### config.mk
export PLATFORM = sky130hd
export DESIGN_NAME = sha1_message_hasher_core
export DESIGN_NICKNAME = d
export VERILOG_FILES = /design/src/hw/rtl/sha1_pkg.sv /design/src/hw/rtl/sha1_round.sv /design/src/hw/rtl/sha1_message_hasher_core.sv
export SDC_FILE = /design/constraint.sdc
export NUM_CORES = 2
export LEC_CHECK = 0
export ABC_AREA = 1
export BUFFER_PORTS_ARGS = -buffer_cell sky130_fd_sc_hd__buf_2
export CELL_PAD_IN_SITES_DETAIL_PLACEMENT = 1
export CELL_PAD_IN_SITES_GLOBAL_PLACEMENT = 1
export CORE_MARGIN = 4
export CORE_UTILIZATION = 47
export DETAILED_ROUTE_END_ITERATION = 10
export PLACE_DENSITY = 0.87
export REMOVE_ABC_BUFFERS = 1
export SYNTH_ARGS = -nofsm -noshare
export SYNTH_HDL_FRONTEND = slang
export SYNTH_SLANG_ARGS = --single-unit
### constraint.sdc
create_clock -name clk_i -period 14.6 [get_ports clk_i]
set_clock_uncertainty 0.15 [all_clocks]
set_input_delay 4.38 -clock clk_i [delete_from_list [all_inputs] [get_ports clk_i]]
set_output_delay 4.38 -clock clk_i [all_outputs]
set_load 0.02 [all_outputs]
### src/hw/rtl/sha1_pkg.sv
// SHA-1 hasher package: working-state type, initial hash values, round constants.
// Shared by sha1_round and sha1_message_hasher_core; no dependencies.
package sha1_pkg;

  typedef struct packed {
    logic [31:0] a;
    logic [31:0] b;
    logic [31:0] c;
    logic [31:0] d;
    logic [31:0] e;
  } work_t;

  localparam int unsigned Rounds    = 80;
  localparam int unsigned RoundW    = 7;
  localparam int unsigned DigWords  = 5;
  localparam int unsigned BlockBits = 512;

  localparam logic [31:0] IV0 = 32'h67452301;
  localparam logic [31:0] IV1 = 32'hEFCDAB89;
  localparam logic [31:0] IV2 = 32'h98BADCFE;
  localparam logic [31:0] IV3 = 32'h10325476;
  localparam logic [31:0] IV4 = 32'hC3D2E1F0;

  localparam logic [31:0] K0 = 32'h5A827999;
  localparam logic [31:0] K1 = 32'h6ED9EBA1;
  localparam logic [31:0] K2 = 32'h8F1BBCDC;
  localparam logic [31:0] K3 = 32'hCA62C1D6;

  localparam logic [7:0] PAD_BYTE = 8'h80;

  // digest word index codes
  localparam logic [2:0] WORD_FIRST = 3'd0;
  localparam logic [2:0] WORD_LAST  = 3'd4;

  // input kind codes
  localparam logic KIND_DATA   = 1'b0;
  localparam logic KIND_FINISH = 1'b1;

  function automatic logic [31:0] iv_word(input logic [2:0] idx);
    logic [31:0] r;
    case (idx)
      3'd0:    r = IV0;
      3'd1:    r = IV1;
      3'd2:    r = IV2;
      3'd3:    r = IV3;
      default: r = IV4;
    endcase
    return r;
  endfunction

endpackage

### src/hw/rtl/sha1_round.sv
// SHA-1 round unit: one compression round, shared over all 80 rounds.
// Depends on sha1_pkg (work_t, round constants).
module sha1_round (
  input  sha1_pkg::work_t                    work_i,
  input  logic [31:0]                        w_i,
  input  logic [sha1_pkg::RoundW-1:0]        round_i,
  output sha1_pkg::work_t                    work_o
);

  logic [31:0] f;
  logic [31:0] k;
  logic [31:0] rot_a;

  always_comb begin
    if (round_i < sha1_pkg::RoundW'(20)) begin
      f = (work_i.b & work_i.c) | (~work_i.b & work_i.d);
      k = sha1_pkg::K0;
    end else if (round_i < sha1_pkg::RoundW'(40)) begin
      f = work_i.b ^ work_i.c ^ work_i.d;
      k = sha1_pkg::K1;
    end else if (round_i < sha1_pkg::RoundW'(60)) begin
      f = (work_i.b & work_i.c) | (work_i.b & work_i.d) | (work_i.c & work_i.d);
      k = sha1_pkg::K2;
    end else begin
      f = work_i.b ^ work_i.c ^ work_i.d;
      k = sha1_pkg::K3;
    end
  end

  assign rot_a = {work_i.a[26:0], work_i.a[31:27]};

  always_comb begin
    work_o.a = rot_a + f + work_i.e + k + w_i;
    work_o.b = work_i.a;
    work_o.c = {work_i.b[1:0], work_i.b[31:2]};
    work_o.d = work_i.c;
    work_o.e = work_i.d;
  end

endmodule

### src/hw/rtl/sha1_message_hasher_core.sv
// SHA-1 message hasher top level: byte intake, padding sequencer, schedule, digest out.
// Depends on sha1_pkg and sha1_round.
//
// Usage:
//   Input stream (s_axis): tuser = 0 carries one message byte in tdata; tuser = 1 is a
//   finish transfer (tdata ignored) that pads the message and starts the digest.
//   Output stream (m_axis): five transfers per finish, digest word in tdata (most
//   significant word first), word index in tuser, tlast on the fifth word.
// Sequence:
//   A data byte is accepted in ST_IDLE. The 64th byte of a block starts compression (80
//   rounds on the shared round unit, then a fold into the chaining state); s_axis_tready_o
//   is low meanwhile.
//   A finish shifts in the pad bytes one per cycle, compresses, and when the length does
//   not fit repeats with a full pad block; then the five digest words are offered, one per
//   cycle at best.
// Reset: chaining state returns to the initial hash values, counts clear, block idle.
// The same cleanup happens after the fifth digest word is taken, so the next message
// starts directly. A stalled receiver holds the current word; nothing else advances.
module sha1_message_hasher_core (
  input  logic        clk_i,
  input  logic        rst_ni,
  // input stream
  input  logic        s_axis_tvalid_i,
  output logic        s_axis_tready_o,
  input  logic [7:0]  s_axis_tdata_i,   // [7:0] data_byte
  input  logic        s_axis_tuser_i,   // [0] kind
  // output stream
  output logic        m_axis_tvalid_o,
  input  logic        m_axis_tready_i,
  output logic [31:0] m_axis_tdata_o,   // [31:0] digest_word
  output logic [2:0]  m_axis_tuser_o,   // [2:0] word_index
  output logic        m_axis_tlast_o    // last_word
);

  typedef enum logic [2:0] {
    ST_IDLE,
    ST_PAD,
    ST_ROUND,
    ST_FOLD,
    ST_OUT
  } state_e;

  localparam int unsigned Bw = sha1_pkg::BlockBits;

  state_e                       state_q, state_d;
  logic [5:0]                   fill_q, fill_d;      // bytes in current block
  logic [60:0]                  count_q, count_d;    // message bytes, wraps
  logic [31:0]                  chain_q [sha1_pkg::DigWords];
  logic [31:0]                  chain_d [sha1_pkg::DigWords];
  logic [Bw-1:0]                msg_q, msg_d;        // block / schedule window
  sha1_pkg::work_t              work_q, work_d;
  logic [sha1_pkg::RoundW-1:0]  round_q, round_d;
  logic                         finishing_q, finishing_d;
  logic                         len_here_q, len_here_d; // length goes in this block
  logic                         pad_first_q, pad_first_d;
  logic [2:0]                   out_idx_q, out_idx_d;

  sha1_pkg::work_t              work_next;
  logic                         s_fire;
  logic                         m_fire;
  logic                         push;
  logic [7:0]                   push_byte;
  logic [7:0]                   pad_byte;
  logic [63:0]                  len_shift;
  logic [31:0]                  w_new;
  logic [31:0]                  w_x;
  sha1_pkg::work_t              chain_w;

  assign s_axis_tready_o = (state_q == ST_IDLE);
  assign m_axis_tvalid_o = (state_q == ST_OUT);
  assign m_axis_tdata_o  = chain_q[out_idx_q];
  assign m_axis_tuser_o  = out_idx_q;
  assign m_axis_tlast_o  = (out_idx_q == sha1_pkg::WORD_LAST);

  assign s_fire = s_axis_tvalid_i & s_axis_tready_o;
  assign m_fire = m_axis_tvalid_o & m_axis_tready_i;

  // Bit length, big-endian: byte (fill - 56) of {count, 3'b0}.
  assign len_shift = {count_q, 3'b000} << {fill_q[2:0], 3'b000};

  always_comb begin
    if (pad_first_q) begin
      pad_byte = sha1_pkg::PAD_BYTE;
    end else if (len_here_q && (fill_q >= 6'd56)) begin
      pad_byte = len_shift[63:56];
    end else begin
      pad_byte = 8'h00;
    end
  end

  // Schedule: window holds W[t..t+15], W[t] in the top word.
  assign w_x   = msg_q[Bw-1 -: 32] ^ msg_q[Bw-1-2*32 -: 32] ^
                 msg_q[Bw-1-8*32 -: 32] ^ msg_q[Bw-1-13*32 -: 32];
  assign w_new = {w_x[30:0], w_x[31]};

  assign chain_w.a = chain_q[0];
  assign chain_w.b = chain_q[1];
  assign chain_w.c = chain_q[2];
  assign chain_w.d = chain_q[3];
  assign chain_w.e = chain_q[4];

  sha1_round u_round (
    .work_i  (work_q),
    .w_i     (msg_q[Bw-1 -: 32]),
    .round_i (round_q),
    .work_o  (work_next)
  );

  always_comb begin
    state_d     = state_q;
    fill_d      = fill_q;
    count_d     = count_q;
    chain_d     = chain_q;
    msg_d       = msg_q;
    work_d      = work_q;
    round_d     = round_q;
    finishing_d = finishing_q;
    len_here_d  = len_here_q;
    pad_first_d = pad_first_q;
    out_idx_d   = out_idx_q;
    push        = 1'b0;
    push_byte   = s_axis_tdata_i;

    unique case (state_q)
      ST_IDLE: begin
        if (s_fire) begin
          if (s_axis_tuser_i == sha1_pkg::KIND_FINISH) begin
            state_d     = ST_PAD;
            finishing_d = 1'b1;
            pad_first_d = 1'b1;
            len_here_d  = (fill_q < 6'd56);
          end else begin
            push    = 1'b1;
            count_d = count_q + 61'd1;
          end
        end
      end
      ST_PAD: begin
        push        = 1'b1;
        push_byte   = pad_byte;
        pad_first_d = 1'b0;
      end
      ST_ROUND: begin
        work_d  = work_next;
        msg_d   = {msg_q[Bw-33:0], w_new};
        round_d = round_q + sha1_pkg::RoundW'(1);
        if (round_q == sha1_pkg::RoundW'(sha1_pkg::Rounds - 1)) begin
          state_d = ST_FOLD;
        end
      end
      ST_FOLD: begin
        chain_d[0] = chain_q[0] + work_q.a;
        chain_d[1] = chain_q[1] + work_q.b;
        chain_d[2] = chain_q[2] + work_q.c;
        chain_d[3] = chain_q[3] + work_q.d;
        chain_d[4] = chain_q[4] + work_q.e;
        if (!finishing_q) begin
          state_d = ST_IDLE;
        end else if (len_here_q) begin
          state_d   = ST_OUT;
          out_idx_d = sha1_pkg::WORD_FIRST;
        end else begin
          // length did not fit; one more block of zeros and length
          len_here_d = 1'b1;
          state_d    = ST_PAD;
        end
      end
      ST_OUT: begin
        if (m_fire) begin
          out_idx_d = out_idx_q + 3'd1;
          if (out_idx_q == sha1_pkg::WORD_LAST) begin
            state_d     = ST_IDLE;
            finishing_d = 1'b0;
            count_d     = '0;
            fill_d      = '0;
            for (int i = 0; i < sha1_pkg::DigWords; i++) begin
              chain_d[i] = sha1_pkg::iv_word(3'(i));
            end
          end
        end
      end
      default: state_d = ST_IDLE;
    endcase

    if (push) begin
      msg_d  = {msg_q[Bw-9:0], push_byte};
      fill_d = fill_q + 6'd1;
      if (fill_q == 6'd63) begin
        // block full: start compression from the chaining state
        state_d = ST_ROUND;
        round_d = '0;
        work_d  = chain_w;
      end
    end
  end

  always_ff @(posedge clk_i or negedge rst_ni) begin
    if (!rst_ni) begin
      state_q     <= ST_IDLE;
      fill_q      <= '0;
      count_q     <= '0;
      round_q     <= '0;
      finishing_q <= 1'b0;
      len_here_q  <= 1'b0;
      pad_first_q <= 1'b0;
      out_idx_q   <= sha1_pkg::WORD_FIRST;
      for (int i = 0; i < sha1_pkg::DigWords; i++) begin
        chain_q[i] <= sha1_pkg::iv_word(3'(i));
      end
    end else begin
      state_q     <= state_d;
      fill_q      <= fill_d;
      count_q     <= count_d;
      round_q     <= round_d;
      finishing_q <= finishing_d;
      len_here_q  <= len_here_d;
      pad_first_q <= pad_first_d;
      out_idx_q   <= out_idx_d;
      chain_q     <= chain_d;
    end
  end

  // datapath registers, no reset
  always_ff @(posedge clk_i) begin
    msg_q  <= msg_d;
    work_q <= work_d;
  end

endmodule

### Yosys cells after proc, flatten, opt, wreduce, memory -nomap -nowiden

Index checks and enable logic that the tools add are counted.

| word-level totals | value |
|---|---|
| flip-flop bits (word level) | 915 |
| bits of input ports | 13 |
| logic and storage cells | 145 |

| operators by class | value |
|---|---|
| add/sub/neg operators | 13 |
| magnitude comparators | 6 |
| equality and inequality tests | 14 |
| shifts and indexed selects | 1 |
| multiplexer cells | 59 |
| bitwise logic cells | 16 |
| reductions and logical operators | 17 |

Operators with widths:

| kind | number |
|---|---|
| two-way mux 512 bit | 2 |
| two-way mux 160 bit | 5 |
| case mux 160 bit (2 select lines) | 1 |
| adder 32 bit | 9 |
| two-way mux 61 bit | 4 |
| two-way mux 32 bit | 7 |
| XOR 32 bit | 5 |
| AND 32 bit | 4 |
| case mux 61 bit (2 select lines) | 1 |
| binary-select mux 32 bit (select 3 bit) | 1 |
| OR 32 bit | 3 |
| left shift 64 x 6 -> 64 bit | 1 |
| adder 61 x 1 -> 61 bit (second input constant) | 1 |
| two-way mux 3 bit | 12 |
| NOT 32 bit | 1 |
| two-way mux 31 bit | 1 |
| two-way mux 6 bit | 4 |
| two-way mux 8 bit | 3 |
| two-way mux 7 bit | 3 |
| nonzero test 2 bit | 8 |
| case mux 3 bit (5 select lines) | 1 |
| less-than comparator 7 x 6 -> 1 bit (second input constant) | 2 |
| AND reduction 5 bit | 2 |
| two-way mux 1 bit | 9 |
| other kinds (22) | 36 |

### Depth between registers and ports, before layout

| logic depth | value |
|---|---|
| depth after elaboration | 13 |
| gate-level depth with buffers | 24 |
| mapped depth without buffers | 23 |

### By module

A second synthesis with hierarchy kept.

| second synthesis, totals | value |
|---|---|
| cell total of the unflattened synthesis | 8259 |
| area, all modules | 60478.0 um^2 |

Modules (own cells, without submodules):

| module | times used | cells each | area each (um^2) | sequential area each (um^2) |
|---|---|---|---|---|
| sha1_message_hasher_core | 1 | 7233 | 53241.1 | 24758.7 |
| sha1_round | 1 | 1026 | 7236.9 | 0.0 |

### Least setup slack after synthesis

Ideal clock, no wire load.

| timing path | value |
|---|---|
| kind | input to register |
| start point | in s_axis_tvalid_i |
| end point | reg msg_q[0], enable pin |
| arrival | 13.414 ns |
| required time | 10.786 ns |
| path slack | -2.628 ns |
| cell stages on the path | 8 |
| cell sequence | inv_1 nor2_2 nand2_4 nand2_4 inv_2 buf_2 buf_2 nand2_1 |

| on the way | value |
|---|---|
| cells in the longest elaborated chain, start to end | 4 |

RTL lines:

| what | line | text |
|---|---|---|
| from (decl) | sha1_message_hasher_core.sv:23 | `input logic s_axis_tvalid_i,` |
| AND 1 bit | sha1_message_hasher_core.sv:75 | `assign s_fire = s_axis_tvalid_i & s_axis_tready_o;` |
| two-way mux 1 bit | sha1_message_hasher_core.sv:126 | `if (s_fire) begin` |
| case mux 1 bit (2 select lines) | sha1_message_hasher_core.sv:124 | `unique case (state_q)` |
| nonzero test 2 bit (no source line) | -- |  |
| to (signal assigned) | sha1_message_hasher_core.sv:225 | `msg_q <= msg_d;` |
| to (decl) | sha1_message_hasher_core.sv:50 | `logic [Bw-1:0] msg_q, msg_d;` |

No other way between the ends.
A chain may end at the register's enable or synchronous reset.

### Worst setup path in the final report

| timing path | value |
|---|---|
| start point | in s_axis_tvalid_i |
| end point | reg msg_q[251] (data pin) |

| on the way | value |
|---|---|
| cells in the longest elaborated chain, start to end | 4 |

RTL lines:

| what | line | text |
|---|---|---|
| AND 1 bit | sha1_message_hasher_core.sv:75 |  |
| two-way mux 1 bit | sha1_message_hasher_core.sv:126 |  |
| case mux 1 bit (2 select lines) | sha1_message_hasher_core.sv:124 |  |
| two-way mux 512 bit | sha1_message_hasher_core.sv:185 | `if (push) begin` |
| net msg_d[251] | sha1_message_hasher_core.sv:50 |  |

The timed path passes the listed nets, and every way through them passes these cells.

==> impl_summary.txt <==
----------------------------------------------------
[STA]
  Number of endpoints with negative hold slack in the final report ... 0
  Maximum clock frequency ... 0.116 GHz
  Minimum clock period after layout ... 8.59 ns
  RSZ-0062 raised after global routing ... no
  Worst-Margin Slew ... 1.28 ns
  Final worst-path cycle share ... 58.9%
  Final Slew Violations ... 0
  Setup Viol. Count Final ... 0
  Worst relative slew slack ... 14.5%

[Hold path]
  Min-Delay Path Class ... flop to flop

[Clock network]
  Number of hold buffers added after cts ... 0
  Count of cells resized by post-cts repair ... 0
  Clock transition at the register clock pins on the worst setup and hold paths after CTS ... 0.06 ns
  Max clock buf depth ... 3
  Insertion delay to the later sink of the worst-skew pair ... 0.75 ns
  Cts bufs inserted ... 102
  Clock root buffer ... sky130_fd_sc_hd__clkbuf_16
  Total number of H-tree levels ... 3
  CTS Sinks ... 915
  Post-CTS Setup Repair Bufs ... 0
  TritonCTS clock tree ... built

[Final layout]
  Final-stage net count ... 7839
  Area growth from synthesis to layout ... 8.57%
  Share of cells above drive strength 1 ... 5.05%
  Final standard cell utilization of the core ... 51.5%
  Layout Cells excl Fill ... 9217
  Layout filler cell count ... 15200

[Synthesis]
  Top_reg_cell synth ... sky130_fd_sc_hd__edfxtp_1
  Ys Warns ... 0
  Share of flip-flops with an asynchronous set or reset ... 26.6%
  Synthesis-stage register bit count ... 915
  Synthesized netlist cell count ... 7585
  Share of the yosys chip area belonging to registers ... 42.8%
  Post-Syn Area per Cell ... 7.63 µm²
  Number of synthesized flops with an enable pin ... 512
  Distinct cell type count after synthesis ... 57
  Area of the mapped netlist ... 57900 µm²

[Worst setup path]
  Critical Path AT ... 8.87 ns
  Crit-path max cell delay ... 0.96 ns
  Crit-path slowest cell ... sky130_fd_sc_hd__buf_4
  Top cell by count, worst path ... sky130_fd_sc_hd__buf_4
  CP startpoint kind ... input port
  Required time worst endpoint ... 14.87 ns
  Largest fanout of any net on the critical path ... 121
  Setup crit end kind ... flop
  Critical path cell sequence ... buf_2 > inv_1 > nor2_2 > nand2_4 > nand2_8 > inv_8 > buf_4 > buf_4 > buf_4 > o21ai_0
  CP Class ... input port to flop

[GRT]
  Initial antenna violation count ... 3
  Total global-route track usage ... 33.5%
  Vias in the first global route ... 55800
  Largest net degree at the start of global routing ... 255
  Total gr overflow ... 0
  Wire length of the first global-routing pass ... 334000 µm

[Floorplanning]
  Die height ... 359 µm
  Initial cell density of the core ... 47.4%
  Die ar. ... 129000 µm²
  Horizontal extent of the die ... 359 µm
  Num rows ... 128
  Core area ... 122000 µm²
  I/O pin total ... 51

[Drt]
  Remaining antenna violation count ... 0
  Total iterations of the first detailed-routing run ... 5
  Total detailed-routing wirelength ... 221000 µm
  Number of vias per cell after detailed routing ... 5.79
  Iteration-0 DRC Markers ... 4571
  Vias post-DR ... 53400
  Number of remaining DRC errors ... 0
  Avg WL per Cell ... 24.0 µm

[Place]
  Final weighted congestion in routability-driven placement ... 1.00
  Total half-perimeter wirelength after legalization and detailed placement ... 163000 µm
  Total of buffers placed on input and output ports ... 50
  Inst Count DP ... 9023

[Outcome]
  Outcome ... finished, final reports clean

[Run]
  Max-Cap Viols ... 0

----------------------------------------------------
==> cell usage after synthesis (115+ instances only) <==
library cell | n | share of area [%]
sky130_fd_sc_hd__o21ai_0 | 627 | 5.4
sky130_fd_sc_hd__xnor2_1 | 115 | 1.7
sky130_fd_sc_hd__nor2_1 | 526 | 3.4
sky130_fd_sc_hd__edfxtp_1 | 512 | 27
sky130_fd_sc_hd__dfxtp_1 | 160 | 5.5
sky130_fd_sc_hd__nand3_1 | 289 | 2.5
sky130_fd_sc_hd__ha_1 | 207 | 4.5
sky130_fd_sc_hd__a21oi_1 | 395 | 3.4
sky130_fd_sc_hd__buf_2 | 116 | 1.0
sky130_fd_sc_hd__fa_1 | 117 | 4.0
sky130_fd_sc_hd__inv_1 | 905 | 5.9
sky130_fd_sc_hd__nand2_1 | 2538 | 16
sky130_fd_sc_hd__clkbuf_1 | 148 | 0.96
sky130_fd_sc_hd__dfrtp_1 | 163 | 7.0
==> flip-flops by register name (all words and copies together) (netlist names), 3 cells and up <==
signal / cells
state_q: 3
msg_q: 512
count_q: 61
m_axis_tuser_o: 3
fill_q: 6
round_q: 7
chain_q: 160
work_q: 160
==> logic make-up after synthesis <==
group,Yosys count,synth area share (%)
xor gates and xnor gates,176,2.66
and+or+nand+nor,3597,24.9
buffers and inverters,1197,8.02
adders and majority gates,324,8.52
AOI/OAI and AO/OA,1376,13.1
DFF,915,42.8
==> metrics by stage <==
| step | TNS, ns | setup slack [ns] | cell area, µm² | hold WS, ns |
|---|---|---|---|---|
| 6_report | 0 | 6.01 | 62900 | 0.356 |
| 5_1_grt | 0 | 5.70 | 62900 | 0.388 |
| 4_1_cts | 0 | 6.10 | 62900 | 0.357 |
| 3_5_place_dp | 0 | 5.41 | 59400 | 0.349 |
| 3_3_place_gp | 0 | 5.58 | 59400 | 0.334 |
| 2_1_floorplan | -5822.95 | -11.37 | 56700 | 0.317 |
==> routing by layer <==
metal / GRT usage (%) / part of all wire [%] / vias to the layer above
met5: 0 / 0.0081 / -
met4: 23.9 / 8.3 / 2
met3: 4.98 / 5.6 / 543
met2: 56.2 / 47 / 1634
met1: 39.4 / 39 / 26600
li1: - / - / 24600
==> cell type report <==
type | instances | area (µm²) | area share, %
Antenna cell | 2 | 5.00 | 0.00796
Clock buffer | 133 | 2830 | 4.50
Clock inverter | 59 | 612 | 0.973
Inverter | 915 | 3450 | 5.48
Multi-Input combinational cell | 5473 | 28600 | 45.4
Sequential cell | 915 | 24800 | 39.4
Tap cell | 1625 | 2030 | 3.23
Timing Repair Buffer | 95 | 623 | 0.991
==> layout by cell type (no fill, tap or decap), drive strengths merged, types with 51 or more instances in the layout <==
cell type | Yosys | final
nand2 | 2544 | 2544
inv | 913 | 915
o21ai | 674 | 674
nor2 | 531 | 531
edfxtp | 512 | 512
a21oi | 395 | 395
nand3 | 292 | 292
ha | 207 | 207
dfrtp | 163 | 163
dfxtp | 160 | 160
clkbuf | 148 | 133
fa | 117 | 117
xnor2 | 115 | 115
buf | 134 | 95
nor3 | 90 | 90
nand4 | 87 | 87
dfstp | 80 | 80
o22ai | 67 | 67
xor2 | 61 | 61
clkinv | 2 | 51
==> critical path, delay by kind of cell <==
family / cells / cell delay [ns]
compound gates: 1 / 0.27
simple gates: 3 / 0.66
buf+inv: 6 / 3.26
==> final timing paths <==
path                            startpoint          end  slack (ns)  depth (start not counted)
max                        s_axis_tvalid_i   msg_q[251]        6.01                         10
min                             msg_q[110]   msg_q[142]        0.36                          2
max reg2reg                     round_q[4]  work_q[151]        8.60                         21
min reg2reg                     msg_q[110]   msg_q[142]        0.36                          2
max in group asynchronous           rst_ni  count_q[54]        8.54                          3
min in group asynchronous           rst_ni  chain_q[97]        3.52                          1
Power is left out: the tool's default activity adds up to more than one toggle a clock period on the data nets, which glitch-free logic cannot reach.
